File: src/rtl/core/wrm_pkg.sv
`timescale 1ns / 1ps
// ============================================================================
// wrm_pkg
// Shared types and constants for the dot/star whole-text matcher.
// ============================================================================
package wrm_pkg;

    // Item operation codes.
    typedef enum logic [1:0] {
        MODE_CLEAR   = 2'd0,
        MODE_APPEND  = 2'd1,
        MODE_TEXT    = 2'd2,
        MODE_VERDICT = 2'd3
    } mode_t;

    // Result error codes.
    localparam logic [1:0] ERR_NONE       = 2'd0;
    localparam logic [1:0] ERR_OVERFLOW   = 2'd1;
    localparam logic [1:0] ERR_AFTER_TEXT = 2'd2;

    localparam logic [7:0] STAR_CHAR = 8'h2A;
    localparam logic [7:0] DOT_CHAR  = 8'h2E;

    typedef enum logic {
        ST_IDLE,
        ST_SCAN
    } state_t;

    // Operands for one column of the match row.
    typedef struct packed {
        logic [7:0] p;          // pattern byte of this column
        logic [7:0] q;          // pattern byte one column back
        logic       has_q;      // column index is two or more
        logic [7:0] c;          // text byte
        logic       old_cur;    // old row, this column
        logic       old_prev;   // old row, one column back
        logic       new_back2;  // new row, two columns back
    } col_in_t;

endpackage

File: src/rtl/core/wrm_ram.sv
`timescale 1ns / 1ps
// ============================================================================
// wrm_ram
// Generic single-write, single-read RAM with a registered read port.
// ============================================================================
module wrm_ram #(
    parameter int WIDTH = 8,
    parameter int DEPTH = 32
) (
    input  logic                     clk,
    input  logic                     we,
    input  logic [$clog2(DEPTH)-1:0] waddr,
    input  logic [WIDTH-1:0]         wdata,
    input  logic                     re,
    input  logic [$clog2(DEPTH)-1:0] raddr,
    output logic [WIDTH-1:0]         rdata
);

    logic [WIDTH-1:0] mem [DEPTH];

    always_ff @(posedge clk)
    begin
        if (we)
        begin
            mem[waddr] <= wdata;
        end
        if (re)
        begin
            rdata <= mem[raddr];
        end
    end

endmodule

File: src/rtl/core/wrm_col.sv
`timescale 1ns / 1ps
// ============================================================================
// wrm_col
// Evaluates one column of the next match row from the pattern bytes around
// that column, the text byte and the neighboring row bits.
// ============================================================================
module wrm_col (
    input  wrm_pkg::col_in_t col_in,
    output logic             bit_out
);

    logic p_hit;
    logic q_hit;

    assign p_hit = (col_in.p == wrm_pkg::DOT_CHAR) || (col_in.p == col_in.c);
    assign q_hit = (col_in.q == wrm_pkg::DOT_CHAR) || (col_in.q == col_in.c);

    always_comb
    begin
        if (col_in.p == wrm_pkg::STAR_CHAR)
        begin
            // A star either drops its element or eats one more byte with it.
            // A leading star never matches.
            bit_out = col_in.has_q & (col_in.new_back2 | (q_hit & col_in.old_cur));
        end
        else
        begin
            bit_out = p_hit & col_in.old_prev;
        end
    end

endmodule

File: src/rtl/core/wildcard_regex_match_dp.sv
`timescale 1ns / 1ps
// ============================================================================
// wildcard_regex_match_dp
// Whole-text matcher for patterns with '.' and '*', one text byte per item.
// ============================================================================
//
//  Channel | Signals                       | Direction | Purpose
//  --------+-------------------------------+-----------+------------------------
//  in      | in_valid in_ready mode char.  | input     | clear/append/text/verdict
//  out     | out_valid out_ready matched   | output    | verdict and error result
//          | error_code                    |           |
//
//  Clear, append and verdict items are handled as they are accepted. A text
//  item holds off new items while the pattern RAM, which has one read port,
//  is read so that the row is recomputed one pattern column per cycle.
//  Reset sets the match row to bit zero only and empties the pattern; the
//  pattern RAM itself is not cleared and needs no sweep.
//  A pending result stalls the next item only when out_ready is low.
// ============================================================================
module wildcard_regex_match_dp #(
    parameter int MAX_PATTERN = 32
) (
    input  logic       clk,
    input  logic       rst_n,
    input  logic       in_valid,
    output logic       in_ready,
    input  logic [1:0] mode,
    input  logic [7:0] character,
    output logic       out_valid,
    input  logic       out_ready,
    output logic       matched,
    output logic [1:0] error_code
);

    localparam int AW = $clog2(MAX_PATTERN);
    localparam int CW = $clog2(MAX_PATTERN + 1);
    localparam int RW = MAX_PATTERN + 1;

    wrm_pkg::state_t state_reg, state_next;
    wrm_pkg::mode_t  in_mode;

    logic [RW-1:0] row_reg, row_next;
    logic [RW-1:0] nrow_reg, nrow_next;
    logic [CW-1:0] len_reg, len_next;
    logic [CW-1:0] col_reg, col_next;
    logic          started_reg, started_next;
    logic [1:0]    sticky_reg, sticky_next;
    logic [7:0]    char_reg, char_next;
    logic [7:0]    q_reg, q_next;
    logic          out_valid_reg, out_valid_next;
    logic          matched_reg, matched_next;
    logic [1:0]    err_reg, err_next;

    logic          in_fire;
    logic          out_fire;
    logic [CW-1:0] len_inc;
    logic [CW-1:0] col_m2;
    logic          col_last;
    logic [1:0]    append_err;
    logic          append_bit;
    logic [RW-1:0] nrow_upd;

    logic          ram_we;
    logic          ram_re;
    logic [AW-1:0] ram_raddr;
    logic [7:0]    ram_rdata;

    wrm_pkg::col_in_t col_in;
    logic             col_bit;

    assign in_mode  = wrm_pkg::mode_t'(mode);
    assign in_fire  = in_valid & in_ready;
    assign out_fire = out_valid_reg & out_ready;
    assign len_inc  = len_reg + CW'(1);
    assign col_m2   = col_reg - CW'(2);
    assign col_last = (col_reg == len_reg);

    wrm_ram #(
        .WIDTH (8),
        .DEPTH (MAX_PATTERN)
    ) u_pattern_ram (
        .clk   (clk),
        .we    (ram_we),
        .waddr (len_reg[AW-1:0]),
        .wdata (character),
        .re    (ram_re),
        .raddr (ram_raddr),
        .rdata (ram_rdata)
    );

    always_comb
    begin
        col_in.p         = ram_rdata;
        col_in.q         = q_reg;
        col_in.has_q     = (col_reg >= CW'(2));
        col_in.c         = char_reg;
        col_in.old_cur   = row_reg[col_reg];
        col_in.old_prev  = row_reg[col_reg - CW'(1)];
        col_in.new_back2 = (col_reg >= CW'(2)) ? nrow_reg[col_m2] : 1'b0;
    end

    wrm_col u_col (
        .col_in  (col_in),
        .bit_out (col_bit)
    );

    always_comb
    begin
        if (started_reg)
        begin
            append_err = wrm_pkg::ERR_AFTER_TEXT;
        end
        else if (len_reg >= CW'(MAX_PATTERN))
        begin
            append_err = wrm_pkg::ERR_OVERFLOW;
        end
        else
        begin
            append_err = wrm_pkg::ERR_NONE;
        end
        // The empty-text row: a non-leading star may drop its element.
        append_bit = (character == wrm_pkg::STAR_CHAR) && (len_reg != '0)
                     && row_reg[len_reg - CW'(1)];
        nrow_upd = nrow_reg;
        nrow_upd[col_reg] = col_bit;
    end

    // Next state.
    always_comb
    begin
        state_next = state_reg;
        unique case (state_reg)
            wrm_pkg::ST_IDLE:
            begin
                if (in_fire && in_mode == wrm_pkg::MODE_TEXT && len_reg != '0)
                begin
                    state_next = wrm_pkg::ST_SCAN;
                end
            end
            wrm_pkg::ST_SCAN:
            begin
                if (col_last)
                begin
                    state_next = wrm_pkg::ST_IDLE;
                end
            end
            default:
            begin
                state_next = wrm_pkg::ST_IDLE;
            end
        endcase
    end

    // Handshake and RAM controls.
    always_comb
    begin
        in_ready  = 1'b0;
        ram_we    = 1'b0;
        ram_re    = 1'b0;
        ram_raddr = '0;
        unique case (state_reg)
            wrm_pkg::ST_IDLE:
            begin
                in_ready = ~out_valid_reg | out_ready;
                ram_we   = in_fire && in_mode == wrm_pkg::MODE_APPEND
                           && append_err == wrm_pkg::ERR_NONE;
                ram_re   = in_fire && in_mode == wrm_pkg::MODE_TEXT;
            end
            wrm_pkg::ST_SCAN:
            begin
                ram_re    = ~col_last;
                ram_raddr = col_reg[AW-1:0];
            end
            default:
            begin
                in_ready = 1'b0;
            end
        endcase
    end

    // Datapath next values.
    always_comb
    begin
        row_next       = row_reg;
        nrow_next      = nrow_reg;
        len_next       = len_reg;
        col_next       = col_reg;
        started_next   = started_reg;
        sticky_next    = sticky_reg;
        char_next      = char_reg;
        q_next         = q_reg;
        out_valid_next = out_valid_reg & ~out_fire;
        matched_next   = matched_reg;
        err_next       = err_reg;

        if (state_reg == wrm_pkg::ST_SCAN)
        begin
            nrow_next = nrow_upd;
            q_next    = ram_rdata;
            col_next  = col_reg + CW'(1);
            if (col_last)
            begin
                row_next = nrow_upd;
            end
        end
        else if (in_fire)
        begin
            unique case (in_mode)
                wrm_pkg::MODE_CLEAR:
                begin
                    row_next     = RW'(1);
                    len_next     = '0;
                    started_next = 1'b0;
                    sticky_next  = wrm_pkg::ERR_NONE;
                end
                wrm_pkg::MODE_APPEND:
                begin
                    if (append_err != wrm_pkg::ERR_NONE)
                    begin
                        if (sticky_reg == wrm_pkg::ERR_NONE)
                        begin
                            sticky_next = append_err;
                        end
                        out_valid_next = 1'b1;
                        matched_next   = row_reg[len_reg];
                        err_next       = append_err;
                    end
                    else
                    begin
                        row_next[len_inc] = append_bit;
                        len_next          = len_inc;
                    end
                end
                wrm_pkg::MODE_TEXT:
                begin
                    started_next = 1'b1;
                    char_next    = character;
                    nrow_next    = '0;
                    col_next     = CW'(1);
                    if (len_reg == '0)
                    begin
                        // Any text fails an empty pattern.
                        row_next = '0;
                    end
                end
                wrm_pkg::MODE_VERDICT:
                begin
                    out_valid_next = 1'b1;
                    matched_next   = row_reg[len_reg];
                    err_next       = sticky_reg;
                end
                default:
                begin
                    out_valid_next = out_valid_reg & ~out_fire;
                end
            endcase
        end
    end

    always_ff @(posedge clk or negedge rst_n)
    begin
        if (!rst_n)
        begin
            state_reg     <= wrm_pkg::ST_IDLE;
            row_reg       <= RW'(1);
            len_reg       <= '0;
            col_reg       <= '0;
            started_reg   <= 1'b0;
            sticky_reg    <= wrm_pkg::ERR_NONE;
            out_valid_reg <= 1'b0;
        end
        else
        begin
            state_reg     <= state_next;
            row_reg       <= row_next;
            len_reg       <= len_next;
            col_reg       <= col_next;
            started_reg   <= started_next;
            sticky_reg    <= sticky_next;
            out_valid_reg <= out_valid_next;
        end
    end

    always_ff @(posedge clk)
    begin
        nrow_reg    <= nrow_next;
        char_reg    <= char_next;
        q_reg       <= q_next;
        matched_reg <= matched_next;
        err_reg     <= err_next;
    end

    assign out_valid  = out_valid_reg;
    assign matched    = matched_reg;
    assign error_code = err_reg;

    a_len_bound: assert property (@(posedge clk) disable iff (!rst_n)
        len_reg <= CW'(MAX_PATTERN))
        else $error("pattern length beyond capacity");

    a_scan_col: assert property (@(posedge clk) disable iff (!rst_n)
        state_reg == wrm_pkg::ST_SCAN |-> (col_reg != '0 && col_reg <= len_reg))
        else $error("scan column out of range");

    a_text_sets_started: assert property (@(posedge clk) disable iff (!rst_n)
        in_fire && in_mode == wrm_pkg::MODE_TEXT |=> started_reg)
        else $error("text item did not mark text started");

    a_clear: assert property (@(posedge clk) disable iff (!rst_n)
        in_fire && in_mode == wrm_pkg::MODE_CLEAR |=> row_reg == RW'(1) && len_reg == '0)
        else $error("clear item left state behind");

endmodule
File: config.mk
export PLATFORM = sky130hd
export DESIGN_NAME = wildcard_regex_match_dp
export DESIGN_NICKNAME = d
export VERILOG_FILES = /design/src/rtl/core/wrm_pkg.sv /design/src/rtl/core/wrm_ram.sv /design/src/rtl/core/wrm_col.sv /design/src/rtl/core/wildcard_regex_match_dp.sv
export SDC_FILE = /design/constraint.sdc
export NUM_CORES = 1
export LEC_CHECK = 0
export ABC_CLOCK_PERIOD_IN_PS = 7000
export BUFFER_PORTS_ARGS = -buffer_cell sky130_fd_sc_hd__clkbuf_2
export CAP_MARGIN = 20
export CORE_AREA = 10 10 178 180
export CTS_BUF_LIST = sky130_fd_sc_hd__clkbuf_4
export DETAILED_ROUTE_END_ITERATION = 8
export DIE_AREA = 0 0 188 190
export PLACE_DENSITY_LB_ADDON = 0.3
export SETUP_SLACK_MARGIN = 0.2
export SLEW_MARGIN = 25
export SYNTH_ARGS = -nofsm -noshare
export SYNTH_HDL_FRONTEND = slang
export SYNTH_SLANG_ARGS = --single-unit
File: constraint.sdc
create_clock -name clk -period 7 [get_ports clk]
set_clock_uncertainty 0.05 [all_clocks]
set_input_delay 1.4 -clock clk [delete_from_list [all_inputs] [get_ports clk]]
set_output_delay 1.4 -clock clk [all_outputs]
set_load 0.01 [all_outputs]
==> run_results.csv, run 1 <==
group,metric,value,unit
run_status,status,"completed",
synth,netlist_area,18000,um2
global_routing,grt_antenna_before_repair,3,
detailed_routing,ant_nets,0,
cells_and_area,final_common_cell,"edfxtp_1",
timing,timing.final.crit_period,4.38,ns
floorplan,core_area,28200,um2
cts,root_buffer,"clkbuf_4",
detailed_routing,vias,12735,
detailed_routing,drt_iter0_markers,1700,
floorplan,ios,19,
global_routing,grt_usage,0.264,
cts,cts_hold_buf,0,
timing,hold_viol,0,
synth,ys_warn_count,0,
global_routing,grt_max_degree,79,
power,irDropWorstVdd,0.394,mV
power,pwr_density_cell,391,nW/um2
floorplan,initial_core_util,0.637,
detailed_routing,drt_drc_violations_left,0,
timing,max_slew_margin,0.349,
cells_and_area,stdcell_count,1897,
global_routing,grt_first_pass_wirelength,73600,um
power,power,7.60,mW
timing,fin_hold_ws,0.461,ns
worst_setup_path,critPathMaxFanout,48,
detailed_routing,routed_via_density,6.71,
global_routing,grt_pass1_vias,12769,
floorplan,fp.dieArea,35700,um2
cts,numCtsBuffers,91,
floorplan,num_rows,62,
timing,setup_viol,0,
cells_and_area,largest_reg_flops,256,
floorplan,die_y,190,um
worst_setup_path,reg2reg_depth,9,
floorplan,die_x,188,um
cts,cts_tree,"done",
synth,synth_nets,1434,
timing,rsz0062_at_grt,"false",
worst_setup_path,r2r-start,"col_reg[2]",
synth,async_flop_share,0.137,
timing,worst_slew_pin_slew,0.952,ns
min_path,hp-class,"register to register",
synth,synth-edff-count,316,
cts,cts_resized,0,
synth,ys_ff_latch,366,
synth,ys_seq_area_frac,0.597,
synth,synth_cell_type_count,76,
timing,fmax,228,MHz
worst_setup_path,cp.required,7.45,ns
min_path,min_to,"q_reg[6]",
cells_and_area,seq_area,10700,um2
cells_and_area,final_util,0.688,
detailed_routing,routedWlPerCell,24.9,um
cts,clock_latency,0.75,ns
detailed_routing,first_pass_iters,6,
timing,drv_slew,0,
timing,period_share,0.626,
min_path,min_path_cells,0,
cts,h-tree-depth,3,
cells_and_area,syn_to_final_growth,8.02,%
cts,clock_path_buffers,3,
worst_setup_path,worstSetupStartpointType,"register",
global_routing,grt.overflow.total,0,
timing,setup_tns,0,ns
cts,cts_setup_buffers,0,
power,p_leak,6.88,nW
place,hpwl,30600,um
synth,avgSynthCellArea,12.8,um2
worst_setup_path,cp-end-kind,"register",
cts,clk_pin_slew,0.07,ns
cells_and_area,multiInputGateArea,6710,um2
cells_and_area,final_cell_mix,"edfxtp_1 (316), nand2_1 (134), clkbuf_4 (134)",
cells_and_area,layout.nets,1462,
place,port_buffers,18,
place,placedCellCount,1723,
worst_setup_path,r2r-end,"nrow_reg[0]",
worst_setup_path,r2r_setup_slack,2.62,ns
place,place.gp.congestion,0.954,
synth,synth-main-ff-cell,"edfxtp_1",
detailed_routing,wl,47200,um
cells_and_area,fillers,2013,
worst_setup_path,arrival,4.84,ns
worst_setup_path,crit_type,"register to register",
min_path,hold_start,"u_pattern_ram.rdata[6]",
synth,synthCells,1404,
cts,numClockSinks,366,
flow_run,cap_viol_max_count,0,
cells_and_area,drive_gt1_frac,0.191,
## logic make-up after synthesis
family | share of synthesized area
AOI/OAI and AO/OA | 0.128
xor gates and xnor gates | 0.0214
adders and majority gates | 0.0117
buffers and inverters | 0.0316
DFF | 0.597
muxes | 0.111
and+or+nand+nor | 0.0994
## power by group
| group | total [mW] | switching [mW] | internal, mW |
|---|---|---|---|
| sequential | 3.06 | 0.390 | 2.67 |
| clock | 1.79 | 0.897 | 0.896 |
| combinational | 2.75 | 1.70 | 1.05 |
## layer usage
layer	part of all wire	global-route usage	routed length, um	vias up
met5	0	0	0	-
met1	0.39	0.363	18400	6151
met3	0.12	0.0747	5800	140
met4	0.032	0.104	1530	0
li1	-	-	-	5544
met2	0.46	0.395	21500	900
## synthesized netlist by cell type (6+ instances only)
library cell,number,area [um2]
a21bo_2,10,100
o21ai_0,132,661
mux2i_1,43,430
edfxtp_1,316,9490
nor2_1,111,417
nand3_1,59,295
dfrtp_1,49,1230
nor3_1,14,70.1
buf_2,12,60.1
buf_1,7,26.3
ha_1,16,200
a21oi_1,28,140
nor4_1,7,43.8
buf_6,7,78.8
nand2_1,137,514
o31ai_1,20,150
a31oi_1,17,106
nor2b_1,11,68.8
a211oi_1,7,52.6
o221ai_1,6,52.6
inv_1,21,78.8
and2_1,8,50.1
mux4_2,68,1530
o21ai_1,20,100
xnor2_1,14,123
clkbuf_1,67,251
o22ai_1,9,56.3
xor2_1,25,219
o211ai_1,60,450
a221o_1,13,130
nand2b_1,13,81.3
## worst max-delay path, cell delays in order (launching register included)
cell,delay (ns)
dfrtp_1,0.89
inv_1,0.38
ha_1,0.62
mux4_2,0.40
mux2_2,0.31
o21ai_0,0.26
o32a_4,0.24
nand3_4,0.48
nand3_1,0.41
nand2_1,0.08
## worst max-delay path by stage
| stage | start | to | slack, ns | cells after the start |
|---|---|---|---|---|
| final | col_reg[2] | nrow_reg[0] | 2.62 | 9 |
| after global placement | mode[1] | row_reg[26] | 2.77 | 10 |
| after global routing | len_reg[0] | row_reg[27] | 2.37 | 9 |
| after detailed placement | col_reg[2] | nrow_reg[0] | 2.71 | 9 |
| after floorplan | mode[1] | row_reg[9] | 3.49 | 11 |
| after CTS | len_reg[0] | row_reg[25] | 2.73 | 9 |
## metrics by stage
stage,setup WS (ns),area (um2)
2_1_floorplan,3.49,18000
3_3_place_gp,2.77,18200
3_5_place_dp,2.71,18200
4_1_cts,2.73,19400
5_1_grt,2.37,19400
6_report,2.62,19400
## cell type report
class | instances | area share
diodes | 2 | 0.000258
clock inverters | 38 | 0.00946
repair buffers | 36 | 0.0116
well taps | 384 | 0.0247
multi-input cells | 915 | 0.345
inverters | 22 | 0.00425
clock buffers | 134 | 0.0518
flip-flops and latches | 366 | 0.553
Note: power is estimated with default switching activity, not from simulation.
==> run 2: changes to the inputs <==
- ABC_CLOCK_PERIOD_IN_PS: 7000 -> 4200
- clock period: 7 -> 4.2 ns (I/O delays scaled with it)
==> run_results.csv, run 2 (synthesized netlist as in run 1, its figures left out) <==
group,metric,value,unit
cts,cts_resized,0,
worst_setup_path,critPathMaxFanout,36,
timing,max_slew_margin,0.320,
cts,numClockSinks,366,
cells_and_area,largest_reg_flops,256,
worst_setup_path,crit_type,"register to register",
worst_setup_path,r2r-start,"col_reg[0]",
cells_and_area,final_common_cell,"edfxtp_1",
timing,period_share,0.843,
power,pwr_density_cell,652,nW/um2
cts,h-tree-depth,3,
cells_and_area,final_cell_mix,"edfxtp_1 (316), clkbuf_4 (139), nand2_1 (135)",
detailed_routing,ant_nets,0,
timing,fmax,283,MHz
place,hpwl,31300,um
global_routing,grt_max_degree,60,
cts,clk_pin_slew,0.08,ns
worst_setup_path,slowest_delay,0.62,ns
place,dpl_cell_area,18400,um2
cts,cts_setup_buffers,0,
floorplan,initial_core_util,0.637,
global_routing,grt.overflow.total,0,
global_routing,grt_antenna_before_repair,2,
worst_setup_path,crit_path_top_delay_cell,"dfrtp_4",
timing,timing.final.crit_period,3.54,ns
cts,cts_tree,"done",
global_routing,grt_pass1_vias,12510,
floorplan,die_x,188,um
timing,hold_viol,0,
detailed_routing,wl,47600,um
timing,worst_slew_pin_slew,1.02,ns
timing,rsz0062_at_grt,"false",
worst_setup_path,worstSetupStartpointType,"register",
floorplan,core_area,28200,um2
timing,setup_viol,0,
cells_and_area,fillers,1969,
cts,numCtsBuffers,90,
cells_and_area,syn_to_final_growth,8.79,%
worst_setup_path,arrival,4.13,ns
place,post-place-ws,0.656,ns
floorplan,ios,19,
worst_setup_path,cp-end-kind,"register",
worst_setup_path,path_cells,"inv_1, ha_1, mux4_2, mux2i_1, a2111oi_0, o211ai_2, nand3_4, buf_4, nand3_1, nand2_1",
cells_and_area,seq_area,10700,um2
global_routing,grt_first_pass_wirelength,73000,um
worst_setup_path,cp.required,4.79,ns
flow_run,cap_viol_max_count,0,
cts,cts_hold_buf,0,
place,place.gp.congestion,1.01,
timing,layout_setup_ws,0.660,ns
power,irDropWorstVdd,0.344,mV
power,p_leak,6.99,nW
detailed_routing,drt_iter0_markers,2010,
detailed_routing,first_pass_iters,7,
min_path,hp-class,"input port to asynchronous set/reset pin",
floorplan,num_rows,62,
detailed_routing,routed_via_density,6.77,
run_status,status,"completed",
cells_and_area,stdcell_area,19600,um2
detailed_routing,vias,12905,
timing,fin_hold_ws,0.0617,ns
cts,root_buffer,"clkbuf_4",
cts,clock_latency,0.77,ns
detailed_routing,routedWlPerCell,25.0,um
place,port_buffers,18,
detailed_routing,drt_drc_violations_left,0,
cells_and_area,drive_gt1_frac,0.205,
global_routing,grt_usage,0.263,
cells_and_area,multiInputGateArea,6700,um2
floorplan,fp.dieArea,35700,um2
worst_setup_path,critPathLaunch,"col_reg[0]",
cells_and_area,layout.nets,1482,
cells_and_area,final_util,0.693,
cts,clock_path_buffers,3,
floorplan,die_y,190,um
timing,setup_tns,0,ns
timing,drv_slew,0,
[run 2: where the power goes]
group          switching, mW  internal [mW]
Combinational           2.95           1.83
Sequential             0.553           4.45
Clock                   1.46           1.52
[run 2: final cells by class]
class	instances	share of cell area
antenna	1	0.000128
clock buffer	139	0.0533
clock inverter	22	0.00614
inverter	22	0.00422
multi-input combinational	915	0.342
sequential	366	0.549
tap	384	0.0245
timing repair buffer	57	0.0202
[run 2: final timing paths]
kind                                      to  slack [ns]  depth (start not counted)
worst max-delay path            nrow_reg[31]        0.66                         10
worst min-delay path             row_reg[14]        0.06                          1
max in group asynchronous         len_reg[1]        3.27                          2
worst max register to register  nrow_reg[31]        0.66                         10
worst min register to register      q_reg[0]        0.44                          0
min in group clk                   out_valid        0.40                          3
[run 2: stage by stage]
step	instances	total power [mW]
2_1_floorplan	1404	8.28
3_3_place_gp	1744	9.55
3_5_place_dp	1744	9.63
4_1_cts	1905	12.6
5_1_grt	1906	13.3
6_report	1906	12.8
[run 2: critical path: cells and delay by family (launching register included)]
kind	cells	cell delay (ns)
buffers and inverters	2	0.38
multiplexers	2	0.43
adder cells (fa/ha/maj)	1	0.57
flip-flops	1	0.62
AO/OA/AOI/OAI	2	0.78
AND/OR/NAND/NOR	3	0.56
[run 2: per-layer routing]
layer,track usage,up-vias,share of wire
met1,0.359,6149,0.37
met5,0,-,0
met2,0.400,1036,0.46
li1,-,5568,-
met4,0.0917,0,0.030
met3,0.0738,152,0.14
